===== src/rtl/mpm_pkg.sv =====
// ----------------------------------------------------------------------------
// mpm_pkg: shared types and constants for the motion power-mode controller
// Field widths, mode and register codes, reset values, serial multiplier
// sizing and the structs passed between modules.
// ----------------------------------------------------------------------------
`default_nettype none

package mpm_pkg;

   // frame size is masked to this many bits
   localparam int SIZE_BITS    = 24;
   localparam int FRAME_SIZE_W = 24;
   localparam int NOW_W        = 32;
   localparam int MODE_W       = 2;
   localparam int DELAY_W      = 16;
   localparam int PCT_W        = 8;
   localparam int SEC_W        = 16;

   localparam int REQ_TDATA_W  = 56;   // frame_size, now_ms
   localparam int RSP_TDATA_W  = 24;   // mode, frame_delay_ms, zero pad

   localparam int CSR_INDEX_W  = 3;
   localparam int CSR_DATA_W   = 16;

   // serial multiplier sizing
   localparam int MPLIER_W = 10;
   localparam int MCAND_W  = (SIZE_BITS > SEC_W) ? SIZE_BITS : SEC_W;
   localparam int PROD_W   = MCAND_W + MPLIER_W;
   localparam int TCMP_W   = (PROD_W > NOW_W) ? PROD_W : NOW_W;
   localparam int CNT_W    = $clog2(MPLIER_W + 1);

   localparam logic [MPLIER_W-1:0] PCT_SCALE = MPLIER_W'(100);
   localparam logic [MPLIER_W-1:0] MS_PER_S  = MPLIER_W'(1000);

   // power modes
   localparam logic [MODE_W-1:0] MODE_FULL   = 2'd0;
   localparam logic [MODE_W-1:0] MODE_LIGHT  = 2'd1;
   localparam logic [MODE_W-1:0] MODE_DETECT = 2'd2;

   // register indexes
   localparam logic [CSR_INDEX_W-1:0] REG_SIZE_PCT     = 3'd0;
   localparam logic [CSR_INDEX_W-1:0] REG_FULL_TO_LIGHT = 3'd1;
   localparam logic [CSR_INDEX_W-1:0] REG_LIGHT_TO_DET  = 3'd2;
   localparam logic [CSR_INDEX_W-1:0] REG_FULL_DELAY   = 3'd3;
   localparam logic [CSR_INDEX_W-1:0] REG_LIGHT_DELAY  = 3'd4;
   localparam logic [CSR_INDEX_W-1:0] REG_DETECT_DELAY = 3'd5;

   localparam logic [PCT_W-1:0]   RST_SIZE_PCT     = 8'd10;
   localparam logic [SEC_W-1:0]   RST_FULL_TO_LIGHT = 16'd30;
   localparam logic [SEC_W-1:0]   RST_LIGHT_TO_DET  = 16'd60;
   localparam logic [DELAY_W-1:0] RST_FULL_DELAY   = 16'd33;
   localparam logic [DELAY_W-1:0] RST_LIGHT_DELAY  = 16'd200;
   localparam logic [DELAY_W-1:0] RST_DETECT_DELAY = 16'd1000;

   typedef struct packed {
      logic [PCT_W-1:0]   size_change_percent;
      logic [SEC_W-1:0]   full_to_light_seconds;
      logic [SEC_W-1:0]   light_to_detect_seconds;
      logic [DELAY_W-1:0] full_delay_ms;
      logic [DELAY_W-1:0] light_delay_ms;
      logic [DELAY_W-1:0] detect_delay_ms;
   } cfg_type;

   typedef struct packed {
      logic                start;
      logic [MCAND_W-1:0]  mcand;
      logic [MPLIER_W-1:0] mplier;
   } mul_req_type;

   typedef struct packed {
      logic              busy;
      logic              done;
      logic [PROD_W-1:0] product;
   } mul_rsp_type;

endpackage

`default_nettype wire


===== src/rtl/mpm_csr.sv =====
// ----------------------------------------------------------------------------
// mpm_csr: configuration registers
// Six threshold and delay registers written through an index/data channel.
// Unknown indexes are dropped.
// ----------------------------------------------------------------------------
`default_nettype none

module mpm_csr (
   input  wire logic                              clock,
   input  wire logic                              reset,
   input  wire logic                              csr_valid,
   output logic                                   csr_ready,
   input  wire logic [mpm_pkg::CSR_INDEX_W-1:0]   csr_index,
   input  wire logic [mpm_pkg::CSR_DATA_W-1:0]    csr_data,
   output mpm_pkg::cfg_type                       cfg
);

   mpm_pkg::cfg_type cfg_ff;
   mpm_pkg::cfg_type cfg_in;

   assign csr_ready = 1'b1;
   assign cfg       = cfg_ff;

   always_comb begin
      cfg_in = cfg_ff;
      if (csr_valid) begin
         case (csr_index)
            mpm_pkg::REG_SIZE_PCT:
               cfg_in.size_change_percent = csr_data[mpm_pkg::PCT_W-1:0];
            mpm_pkg::REG_FULL_TO_LIGHT:
               cfg_in.full_to_light_seconds = csr_data[mpm_pkg::SEC_W-1:0];
            mpm_pkg::REG_LIGHT_TO_DET:
               cfg_in.light_to_detect_seconds = csr_data[mpm_pkg::SEC_W-1:0];
            mpm_pkg::REG_FULL_DELAY:
               cfg_in.full_delay_ms = csr_data[mpm_pkg::DELAY_W-1:0];
            mpm_pkg::REG_LIGHT_DELAY:
               cfg_in.light_delay_ms = csr_data[mpm_pkg::DELAY_W-1:0];
            mpm_pkg::REG_DETECT_DELAY:
               cfg_in.detect_delay_ms = csr_data[mpm_pkg::DELAY_W-1:0];
            default: ;
         endcase
      end
   end

   always_ff @(posedge clock) begin
      if (reset) begin
         cfg_ff.size_change_percent     <= mpm_pkg::RST_SIZE_PCT;
         cfg_ff.full_to_light_seconds   <= mpm_pkg::RST_FULL_TO_LIGHT;
         cfg_ff.light_to_detect_seconds <= mpm_pkg::RST_LIGHT_TO_DET;
         cfg_ff.full_delay_ms           <= mpm_pkg::RST_FULL_DELAY;
         cfg_ff.light_delay_ms          <= mpm_pkg::RST_LIGHT_DELAY;
         cfg_ff.detect_delay_ms         <= mpm_pkg::RST_DETECT_DELAY;
      end else begin
         cfg_ff <= cfg_in;
      end
   end

endmodule

`default_nettype wire


===== src/rtl/mpm_mul.sv =====
// ----------------------------------------------------------------------------
// mpm_mul: bit-serial shift-add multiplier
// Consumes one multiplier bit per cycle, MSB first, and done pulses for
// one cycle when the product is ready.
// ----------------------------------------------------------------------------
`default_nettype none

module mpm_mul (
   input  wire logic                 clock,
   input  wire logic                 reset,
   input  wire mpm_pkg::mul_req_type req,
   output mpm_pkg::mul_rsp_type      rsp
);

   logic [mpm_pkg::CNT_W-1:0]    cnt_ff,    cnt_in;
   logic                         done_ff,   done_in;
   logic [mpm_pkg::PROD_W-1:0]   acc_ff,    acc_in;
   logic [mpm_pkg::MCAND_W-1:0]  mcand_ff,  mcand_in;
   logic [mpm_pkg::MPLIER_W-1:0] mplier_ff, mplier_in;

   always_comb begin
      cnt_in    = cnt_ff;
      acc_in    = acc_ff;
      mcand_in  = mcand_ff;
      mplier_in = mplier_ff;
      done_in   = 1'b0;
      if (req.start) begin
         cnt_in    = mpm_pkg::CNT_W'(mpm_pkg::MPLIER_W);
         acc_in    = '0;
         mcand_in  = req.mcand;
         mplier_in = req.mplier;
      end else if (cnt_ff != '0) begin
         acc_in = {acc_ff[mpm_pkg::PROD_W-2:0], 1'b0}
                + (mplier_ff[mpm_pkg::MPLIER_W-1] ?
                   mpm_pkg::PROD_W'(mcand_ff) : '0);
         mplier_in = {mplier_ff[mpm_pkg::MPLIER_W-2:0], 1'b0};
         cnt_in    = cnt_ff - mpm_pkg::CNT_W'(1);
         done_in   = (cnt_ff == mpm_pkg::CNT_W'(1));
      end
   end

   always_ff @(posedge clock) begin
      if (reset) begin
         cnt_ff  <= '0;
         done_ff <= 1'b0;
      end else begin
         cnt_ff  <= cnt_in;
         done_ff <= done_in;
      end
   end

   always_ff @(posedge clock) begin
      acc_ff    <= acc_in;
      mcand_ff  <= mcand_in;
      mplier_ff <= mplier_in;
   end

   assign rsp.busy    = (cnt_ff != '0);
   assign rsp.done    = done_ff;
   assign rsp.product = acc_ff;

   // done only follows the last step
   a_done_after_step: assert property (@(posedge clock) disable iff (reset)
      done_ff |-> $past(cnt_ff) == mpm_pkg::CNT_W'(1))
      else $error("multiplier done without final step");

endmodule

`default_nettype wire


===== src/rtl/motion_power_mode_fsm.sv =====
// ----------------------------------------------------------------------------
// motion_power_mode_fsm: three-level power-mode controller
// Per frame report, decides motion (size change or gray flag), steps the
// power mode and reports the mode with its frame delay.
// ----------------------------------------------------------------------------
// Work: three passes of the 10-bit bit-serial multiplier (size change,
//   threshold, quiet time) between request and result.
// Flow: one request at a time; a waiting result sits in the output
//   register while the next request is worked.
// Reset (synchronous): full mode, stored size cleared, quiet start at 0,
//   registers to their defaults. No clearing pass.
`default_nettype none

module motion_power_mode_fsm (
   input  wire logic                                 clock,
   input  wire logic                                 reset,
   // request channel
   input  wire logic                                 req_tvalid,
   output logic                                      req_tready,
   input  wire logic [mpm_pkg::REQ_TDATA_W-1:0]      req_tdata,  // frame_size[23:0], now_ms[55:24]
   input  wire logic                                 req_tuser,  // gray_hit
   // result channel
   output logic                                      rsp_tvalid,
   input  wire logic                                 rsp_tready,
   output logic [mpm_pkg::RSP_TDATA_W-1:0]           rsp_tdata,  // mode[1:0], frame_delay_ms[17:2]
   // configuration
   input  wire logic                                 csr_valid,
   output logic                                      csr_ready,
   input  wire logic [mpm_pkg::CSR_INDEX_W-1:0]      csr_index,
   input  wire logic [mpm_pkg::CSR_DATA_W-1:0]       csr_data
);

   localparam logic [2:0] S_IDLE     = 3'd0;
   localparam logic [2:0] S_MUL_DIFF = 3'd1;
   localparam logic [2:0] S_MUL_SIZE = 3'd2;
   localparam logic [2:0] S_MUL_TIME = 3'd3;
   localparam logic [2:0] S_DONE     = 3'd4;

   mpm_pkg::cfg_type     cfg;
   mpm_pkg::mul_req_type mul_req;
   mpm_pkg::mul_rsp_type mul_rsp;

   logic [2:0]                           state_ff,   state_in;
   logic                                 start_ff,   start_in;
   logic [mpm_pkg::MODE_W-1:0]           mode_ff,    mode_in;
   logic [mpm_pkg::SIZE_BITS-1:0]        last_ff,    last_in;
   logic [mpm_pkg::NOW_W-1:0]            qstart_ff,  qstart_in;
   logic                                 rsp_valid_ff, rsp_valid_in;

   logic [mpm_pkg::SIZE_BITS-1:0]        sz_ff,      sz_in;
   logic [mpm_pkg::SIZE_BITS-1:0]        diff_ff,    diff_in;
   logic                                 gray_ff,    gray_in;
   logic [mpm_pkg::NOW_W-1:0]            now_ff,     now_in;
   logic [mpm_pkg::NOW_W-1:0]            elapsed_ff, elapsed_in;
   logic [mpm_pkg::PROD_W-1:0]           prod_a_ff,  prod_a_in;
   logic [mpm_pkg::PROD_W-1:0]           prod_b_ff,  prod_b_in;
   logic [mpm_pkg::PROD_W-1:0]           prod_c_ff,  prod_c_in;
   logic [mpm_pkg::MODE_W-1:0]           rsp_mode_ff,  rsp_mode_in;
   logic [mpm_pkg::DELAY_W-1:0]          rsp_delay_ff, rsp_delay_in;

   logic                                 accept;
   logic                                 commit;
   logic [mpm_pkg::SIZE_BITS-1:0]        in_sz;
   logic [mpm_pkg::NOW_W-1:0]            in_now;
   logic                                 motion;
   logic                                 quiet;

   mpm_csr u_csr (
      .clock     (clock),
      .reset     (reset),
      .csr_valid (csr_valid),
      .csr_ready (csr_ready),
      .csr_index (csr_index),
      .csr_data  (csr_data),
      .cfg       (cfg)
   );

   mpm_mul u_mul (
      .clock (clock),
      .reset (reset),
      .req   (mul_req),
      .rsp   (mul_rsp)
   );

   assign req_tready = (state_ff == S_IDLE);
   assign accept     = req_tvalid && req_tready;
   assign commit     = (state_ff == S_DONE) && (!rsp_valid_ff || rsp_tready);

   assign in_sz  = mpm_pkg::SIZE_BITS'(req_tdata[mpm_pkg::FRAME_SIZE_W-1:0]);
   assign in_now = req_tdata[mpm_pkg::FRAME_SIZE_W +: mpm_pkg::NOW_W];

   // operands for the shared multiplier, one product per pass
   always_comb begin
      mul_req.start  = start_ff;
      mul_req.mcand  = '0;
      mul_req.mplier = '0;
      case (state_ff)
         S_MUL_DIFF: begin
            mul_req.mcand  = mpm_pkg::MCAND_W'(diff_ff);
            mul_req.mplier = mpm_pkg::PCT_SCALE;
         end
         S_MUL_SIZE: begin
            mul_req.mcand  = mpm_pkg::MCAND_W'(sz_ff);
            mul_req.mplier = mpm_pkg::MPLIER_W'(cfg.size_change_percent)
                           + mpm_pkg::MPLIER_W'(1);
         end
         S_MUL_TIME: begin
            mul_req.mcand  = (mode_ff == mpm_pkg::MODE_FULL) ?
                             mpm_pkg::MCAND_W'(cfg.full_to_light_seconds) :
                             mpm_pkg::MCAND_W'(cfg.light_to_detect_seconds);
            mul_req.mplier = mpm_pkg::MS_PER_S;
         end
         default: ;
      endcase
   end

   // floor(diff*100/sz) > pct  <=>  diff*100 >= (pct+1)*sz
   // floor(elapsed/1000) >= T  <=>  elapsed >= T*1000
   always_comb begin
      if (mode_ff == mpm_pkg::MODE_DETECT)
         motion = gray_ff;
      else if (sz_ff == '0 || last_ff == '0)
         motion = 1'b0;
      else
         motion = (prod_a_ff >= prod_b_ff);
      quiet = (mpm_pkg::TCMP_W'(elapsed_ff) >= mpm_pkg::TCMP_W'(prod_c_ff));
   end

   always_comb begin
      state_in     = state_ff;
      start_in     = 1'b0;
      mode_in      = mode_ff;
      last_in      = last_ff;
      qstart_in    = qstart_ff;
      rsp_valid_in = rsp_valid_ff && !rsp_tready;
      sz_in        = sz_ff;
      diff_in      = diff_ff;
      gray_in      = gray_ff;
      now_in       = now_ff;
      elapsed_in   = elapsed_ff;
      prod_a_in    = prod_a_ff;
      prod_b_in    = prod_b_ff;
      prod_c_in    = prod_c_ff;
      rsp_mode_in  = rsp_mode_ff;
      rsp_delay_in = rsp_delay_ff;

      case (state_ff)
         S_IDLE: begin
            if (accept) begin
               sz_in      = in_sz;
               diff_in    = (in_sz > last_ff) ? in_sz - last_ff : last_ff - in_sz;
               gray_in    = req_tuser;
               now_in     = in_now;
               elapsed_in = in_now - qstart_ff;
               state_in   = S_MUL_DIFF;
               start_in   = 1'b1;
            end
         end
         S_MUL_DIFF: begin
            if (mul_rsp.done) begin
               prod_a_in = mul_rsp.product;
               state_in  = S_MUL_SIZE;
               start_in  = 1'b1;
            end
         end
         S_MUL_SIZE: begin
            if (mul_rsp.done) begin
               prod_b_in = mul_rsp.product;
               state_in  = S_MUL_TIME;
               start_in  = 1'b1;
            end
         end
         S_MUL_TIME: begin
            if (mul_rsp.done) begin
               prod_c_in = mul_rsp.product;
               state_in  = S_DONE;
            end
         end
         S_DONE: begin
            if (commit) begin
               if (mode_ff != mpm_pkg::MODE_DETECT && sz_ff != '0)
                  last_in = sz_ff;
               if (motion) begin
                  qstart_in = now_ff;
                  if (mode_ff != mpm_pkg::MODE_FULL) begin
                     mode_in = mpm_pkg::MODE_FULL;
                     last_in = '0;
                  end
               end else if (quiet && mode_ff == mpm_pkg::MODE_FULL) begin
                  mode_in   = mpm_pkg::MODE_LIGHT;
                  qstart_in = now_ff;
                  last_in   = '0;
               end else if (quiet && mode_ff == mpm_pkg::MODE_LIGHT) begin
                  mode_in   = mpm_pkg::MODE_DETECT;
                  qstart_in = now_ff;
                  last_in   = '0;
               end
               rsp_mode_in = mode_in;
               case (mode_in)
                  mpm_pkg::MODE_FULL:  rsp_delay_in = cfg.full_delay_ms;
                  mpm_pkg::MODE_LIGHT: rsp_delay_in = cfg.light_delay_ms;
                  default:             rsp_delay_in = cfg.detect_delay_ms;
               endcase
               rsp_valid_in = 1'b1;
               state_in     = S_IDLE;
            end
         end
         default: state_in = S_IDLE;
      endcase
   end

   always_ff @(posedge clock) begin
      if (reset) begin
         state_ff     <= S_IDLE;
         start_ff     <= 1'b0;
         mode_ff      <= mpm_pkg::MODE_FULL;
         last_ff      <= '0;
         qstart_ff    <= '0;
         rsp_valid_ff <= 1'b0;
      end else begin
         state_ff     <= state_in;
         start_ff     <= start_in;
         mode_ff      <= mode_in;
         last_ff      <= last_in;
         qstart_ff    <= qstart_in;
         rsp_valid_ff <= rsp_valid_in;
      end
   end

   always_ff @(posedge clock) begin
      sz_ff        <= sz_in;
      diff_ff      <= diff_in;
      gray_ff      <= gray_in;
      now_ff       <= now_in;
      elapsed_ff   <= elapsed_in;
      prod_a_ff    <= prod_a_in;
      prod_b_ff    <= prod_b_in;
      prod_c_ff    <= prod_c_in;
      rsp_mode_ff  <= rsp_mode_in;
      rsp_delay_ff <= rsp_delay_in;
   end

   assign rsp_tvalid = rsp_valid_ff;
   assign rsp_tdata  = {{(mpm_pkg::RSP_TDATA_W - mpm_pkg::DELAY_W - mpm_pkg::MODE_W){1'b0}},
                        rsp_delay_ff, rsp_mode_ff};

   // a mode switch always clears the stored size
   a_switch_clears_size: assert property (@(posedge clock) disable iff (reset)
      (mode_ff != $past(mode_ff)) |-> (last_ff == '0))
      else $error("mode switch left a stored frame size");

   // the quiet timer only restarts at the request's time
   a_qstart_from_now: assert property (@(posedge clock) disable iff (reset)
      (qstart_ff != $past(qstart_ff)) |-> (qstart_ff == now_ff))
      else $error("quiet start loaded from wrong source");

   // a new result only comes out of the decide step
   a_rsp_from_done: assert property (@(posedge clock) disable iff (reset)
      (rsp_valid_ff && !$past(rsp_valid_ff)) |-> ($past(state_ff) == S_DONE))
      else $error("result raised outside decide step");

   // multiplier is idle whenever a request can be taken
   a_idle_mul_free: assert property (@(posedge clock) disable iff (reset)
      (state_ff == S_IDLE) |-> !mul_rsp.busy)
      else $error("multiplier busy while idle");

endmodule

`default_nettype wire

===== config.mk =====
export PLATFORM = sky130hd
export DESIGN_NAME = motion_power_mode_fsm
export DESIGN_NICKNAME = d
export VERILOG_FILES = /design/src/rtl/mpm_pkg.sv /design/src/rtl/mpm_csr.sv /design/src/rtl/mpm_mul.sv /design/src/rtl/motion_power_mode_fsm.sv
export SDC_FILE = /design/constraint.sdc
export NUM_CORES = 1
export LEC_CHECK = 0
export BUFFER_PORTS_ARGS = -buffer_cell sky130_fd_sc_hd__buf_2
export CORE_MARGIN = 1
export CORE_UTILIZATION = 44
export CTS_BUF_LIST = sky130_fd_sc_hd__clkbuf_8
export CTS_CLUSTER_DIAMETER = 60
export DETAILED_ROUTE_END_ITERATION = 10
export GPL_TIMING_DRIVEN = 1
export PLACE_DENSITY = 0.63
export SYNTH_ARGS = -nofsm -noshare
export SYNTH_HDL_FRONTEND = slang
export SYNTH_SLANG_ARGS = --single-unit

===== constraint.sdc =====
create_clock -name clock -period 25.6 [get_ports clock]
set_clock_uncertainty 0.15 [all_clocks]
set_input_delay 3.84 -clock clock [delete_from_list [all_inputs] [get_ports clock]]
set_output_delay 3.84 -clock clock [all_outputs]
set_load 0.1 [all_outputs]

### Yosys cells after proc, flatten, opt, wreduce, memory -nomap -nowiden

Index checks and enable logic that the tools add are counted.

| cells by class | value |
|---|---|
| multiplexer cells | 36 |
| add/sub/neg operators | 6 |
| bitwise logic cells | 1 |
| reduce and logical (&&, ||, !) cells | 37 |
| equality and inequality tests | 19 |
| magnitude comparators | 3 |

Operators with widths:

| kind | number |
|---|---|
| $mux W24 | 7 |
| $pmux W34 S3 | 1 |
| $mux W32 | 3 |
| $logic_not A24 Y1 | 2 |
| $sub A24 B24 Y24 | 2 |
| $add A34 B34 Y34 | 1 |
| $ge A32 B34 Y1 | 1 |
| $ge A34 B34 Y1 | 1 |
| $pmux W16 S2 | 1 |
| $sub A32 B32 Y32 | 1 |
| $gt A24 B24 Y1 | 1 |
| $reduce_bool A24 Y1 | 1 |
| $reduce_and A2 Y1 | 11 |
| $mux W10 | 2 |
| $mux W16 | 1 |
| $mux W3 | 5 |
| $pmux W3 S5 | 1 |
| $eq A3 B2 Y1 const B | 4 |
| $mux W2 | 6 |
| $add A8 B1 Y9 const B | 1 |
| $eq A3 B3 Y1 const B | 3 |
| $mux W4 | 2 |
| $ne A2 B1 Y1 const B | 4 |
| $eq A3 B1 Y1 const B | 2 |
| 20 further kinds | 38 |

| word-level totals | value |
|---|---|
| register bits | 457 |
| input bits | 81 |
| output and inout port bits | 27 |

### Depth between registers and ports, before layout

| depth | value |
|---|---|
| depth after elaboration | 9 |
| gate-level depth with buffers | 15 |
| mapped depth without buffers | 14 |

### Modules after synthesis

From an unflattened synthesis, not the netlist that was laid out.

| unflattened totals | value |
|---|---|
| cells, all modules | 2374 |
| area total of the unflattened synthesis | 24443.4 µm² |

By module, submodules not included:

| module | instances | cells each | area each (µm²) |
|---|---|---|---|
| motion_power_mode_fsm | 1 | 1582 | 16577.1 |
| mpm_mul | 1 | 468 | 4380.5 |
| mpm_csr | 1 | 324 | 3485.8 |

### Worst setup path before layout

Ideal clock, no wire load.

| timing | value |
|---|---|
| path kind | input to register |
| start point | in req_tvalid |
| end point | reg diff_ff[0] (netlist name) (enable) |
| arrival | 11.550 ns |
| library setup time | 0.723 ns |
| path buffers | 0 |
| slack | 13.176 ns |
| stages | 2 |
| cell sequence | nand2b_1 nor3_1 |

| on the way | value |
|---|---|
| cells in the longest elaborated chain, start to end | 2 |

RTL lines:

| element | line | source |
|---|---|---|
| start, declared | motion_power_mode_fsm.sv:18 | `input wire logic req_tvalid,` |
| $logic_and A1 B1 Y1 | motion_power_mode_fsm.sv:86 | `assign accept = req_tvalid && req_tready;` |
| $reduce_and A2 Y1 (no source line) | - |  |
| end signal, assigned | motion_power_mode_fsm.sv:232 | `diff_ff <= diff_in;` |
| end, declared | motion_power_mode_fsm.sv:51 | `logic [mpm_pkg::SIZE_BITS-1:0] diff_ff, diff_in;` |

Every way passes these cells.
A chain may end at the register's enable or synchronous reset.

### Final worst setup path

| timing | value |
|---|---|
| start point | in req_tdata[0] (netlist name) |
| end point | reg diff_ff[23] (netlist name), data pin |

| on the way | value |
|---|---|
| cells in the longest elaborated chain, start to end | 2 |
| elaborated cells on any way between the ends | 4 |

RTL lines:

| element | line | source |
|---|---|---|
| start, declared | motion_power_mode_fsm.sv:20 | `input wire logic [mpm_pkg::REQ_TDATA_W-1:0] req_tdata,` |
| $sub A24 B24 Y24 or $gt A24 B24 Y1 (tied branches) | motion_power_mode_fsm.sv:151 | `diff_in = (in_sz > last_ff) ? in_sz - last_ff : last_ff - in_sz;` |
| $mux W24 (*) | motion_power_mode_fsm.sv:151 |  |

Every way passes the cells marked *; elsewhere a longest branch is shown, timed or not.

==> impl_metrics.ini <==
[synth]
synth_top_area_share = 0.346
synthArstFlopShare = 0
synth_cells = 2298
synth.distinct_cells = 81
synth_edf_count = 267
synth_area_leaders = edfxtp_1 35%, dfxtp_1 16%, ha_1 9.1%
synth_flop_cell = edfxtp_1
synth_seq_cells = 457
synth.top_cells.by_count = 285 x nand2_1, 267 x edfxtp_1, 229 x a21oi_1
synth_area_um2 = 23200
ys_seq_area_frac = 0.510
synth.most_common_cell = nand2_1
synth_top_area_cell = edfxtp_1
syn_avg_cell_area_um2 = 10.1
ys_warn_count = 0

[placed_design]
gp_congestion = 0.911
placed_area_um2 = 24300
numPortBuffers = 100
hpwlAfterDp_um = 39000
dp_slack_ns = 17.98

[timing]
worst_pin_slew_ns = 1.31
slew_viol_final = 0
finalSetupTns_ns = 0
hold_violations = 0
slew_headroom = 0.126
setup_violations = 0
fin_crit_ns = 6.99
worst_slack_ns = 18.61
rsz0062_at_grt = false
period_share = 0.273
timing.fmax_mhz = 143

[floorplan]
die_area_um2 = 53600
die_w_um = 232
core-area_um2 = 51700
start_util = 0.448
die_h_um = 232
row_count = 83
io_pins = 108

[global_routing]
grt_usage = 0.205
overflow = 0
grt_max_degree = 79
grt_pass1_wl_um = 87600
grt_pass1_vias = 16500
antenna_found_initial = 1

[route]
drt-pass1-iter-count = 6
wire_per_inst_um = 17.4
first_iter_violations = 1107
drc = 0
ant_nets = 0
drt_wl_total_um = 54600
routed-via-count = 16800
viasPerCell = 5.36

[worst_setup_path]
worstPathArrival_ns = 7.23
critPathRequiredTime_ns = 25.84
crit_end = diff_ff[23]$_DFFE_PP_
cp_max_fo = 30
path_class = in -> reg
worst_r2r_path_depth = 14
endpoint_kind = flip-flop
rrSetupSlack_ns = 21.25
cp-start-kind = input pin
setup.worst_path.start = req_tdata[0]
r2r_start = u_mul.mplier_ff[9]$_DFFE_PP_
r2r_end = u_mul.acc_ff[27]$_SDFFE_PP0N_

[finish]
utilization = 0.500
postLayoutCellArea_um2 = 25800
final_nets = 2651
final_layout_size_suffix_gt1_frac = 0.107
areaGrowthSynthToFinish_pct = 11.4

[cts]
clk_path_buf_depth = 3
clkSinkCount = 457
clk_latency_ns = 0.67
postCtsSetupBuffers = 0
hold_buffers = 0
numCtsBuffers = 79
cts.repair.resized = 0
cts_tree = done
clk_pin_slew_ns = 0.06
cts_max_level = 3
clock-root-buffer = clkbuf_8

[power_and_ir_drop]
pwr-share-comb = 0.144
internal_power_mw = 1.31
seqPwrFrac = 0.498
total_power_mw = 1.84
vdd_drop_max_v = 0.0000341
clkPwrFrac = 0.358
p_per_area_nw_per_um2 = 71.0
power.static_leakage_nw = 10.6
switching_share = 0.287
power.switching_mw = 0.528

[hold_path]
min_path_type = reg -> reg

[job]
drv_cap = 0

[status]
outcome = completed
-- cells by family after synthesis --
group	count (synthesis)	synth area share
AND/OR/NAND/NOR	685	0.135
AO/OA/AOI/OAI	538	0.150
flip-flops	457	0.510
buffers and inverters	298	0.0519
adder cells (fa/ha/maj)	172	0.0941
XOR/XNOR	83	0.0313
multiplexers	63	0.0277
other	2	0.000324
-- worst max-delay path, stage by stage --
cell and delay, ns:
buf_2 0.10, inv_1 0.04, ha_1 0.21, fa_1 0.39
and2b_1 0.22, o21ai_2 0.06, o221a_2 0.33, a211oi_4 0.29
o21a_2 0.61, o21ai_0 0.24, o311ai_2 0.31, nand2_1 0.15
a41o_1 0.28, xor2_1 0.14
-- power groups by stage --
stage          combinational (mW)  sequential (mW)  clock, mW
2_1_floorplan               0.205            0.902          0
3_3_place_gp                0.256            0.928          0
3_5_place_dp                0.262            0.931          0
4_1_cts                     0.264            0.915      0.674
5_1_grt                     0.298            0.920      0.706
6_report                    0.264            0.914      0.657
-- placed cells by master, fill, tap and decap left out, drive strengths merged, types with 6 or more instances in the layout --
cell type	instances
a22o	26
o22ai	26
nor3	25
dfxtp	190
clkinv	16
edfxtp	267
a211oi	24
buf	119
a22oi	26
mux2i	59
nand4	22
nor4	16
o211ai	12
xnor2	52
xor2	31
a21o	58
and2	32
ha	168
o21bai	6
clkbuf	87
nor2	187
nand3b	26
a21oi	231
nand2	285
and3	11
conb	7
o21a	13
nor2b	17
inv	231
nand2b	19
a31oi	9
nand3	24
o21ai	51
-- sequential cells by signal, indices dropped and copies added, names as in the netlist, 24 cells and up --
signal,cells
u_csr.cfg,88
prod_a_ff,34
prod_b_ff,34
prod_c_ff,34
u_mul.acc_ff,34
elapsed_ff,32
now_ff,32
qstart_ff,32
diff_ff,24
last_ff,24
sz_ff,24
u_mul.mcand_ff,24
-- area by class of cell --
cell class	count	area, µm²
tap	680	851
timing repair buffer	119	646
fill	4778	25900
sequential	457	11800
multi-input combinational	1548	10200
antenna	1	2.50
inverter	193	724
clock inverter	61	380
clock buffer	87	1200
-- stage by stage --
step	hold WS [ns]	cells
2_1_floorplan	0.286	2303
3_3_place_gp	0.292	2997
3_5_place_dp	0.296	2997
4_1_cts	0.304	3145
5_1_grt	0.320	3146
6_report	0.304	3146
-- worst min path at each step --
stage                                          start                         end  slack, ns  cells after the start
after global routing      u_csr.cfg[74]$_SDFFE_PP0P_  u_csr.cfg[74]$_SDFFE_PP0P_       0.32                      2
final                     u_csr.cfg[47]$_SDFFE_PP0P_  u_csr.cfg[47]$_SDFFE_PP0P_       0.30                      2
after global placement    u_csr.cfg[40]$_SDFFE_PP0P_  u_csr.cfg[40]$_SDFFE_PP0P_       0.29                      2
after CTS                 u_csr.cfg[63]$_SDFFE_PP0P_  u_csr.cfg[63]$_SDFFE_PP0P_       0.30                      2
after floorplan           u_csr.cfg[48]$_SDFFE_PP0P_  u_csr.cfg[48]$_SDFFE_PP0P_       0.29                      2
after detailed placement  u_csr.cfg[63]$_SDFFE_PP0P_  u_csr.cfg[63]$_SDFFE_PP0P_       0.30                      2
-- per-layer routing --
metal / routed length [µm] / global-route usage / vias to the layer above
met4: 1700 / 0.0781 / 0
li1: - / - / 8323
met2: 26200 / 0.344 / 375
met3: 2150 / 0.0335 / 113
met1: 24500 / 0.265 / 8038
met5: 0 / 0 / -
Note: power is estimated with default switching activity, not from simulation.
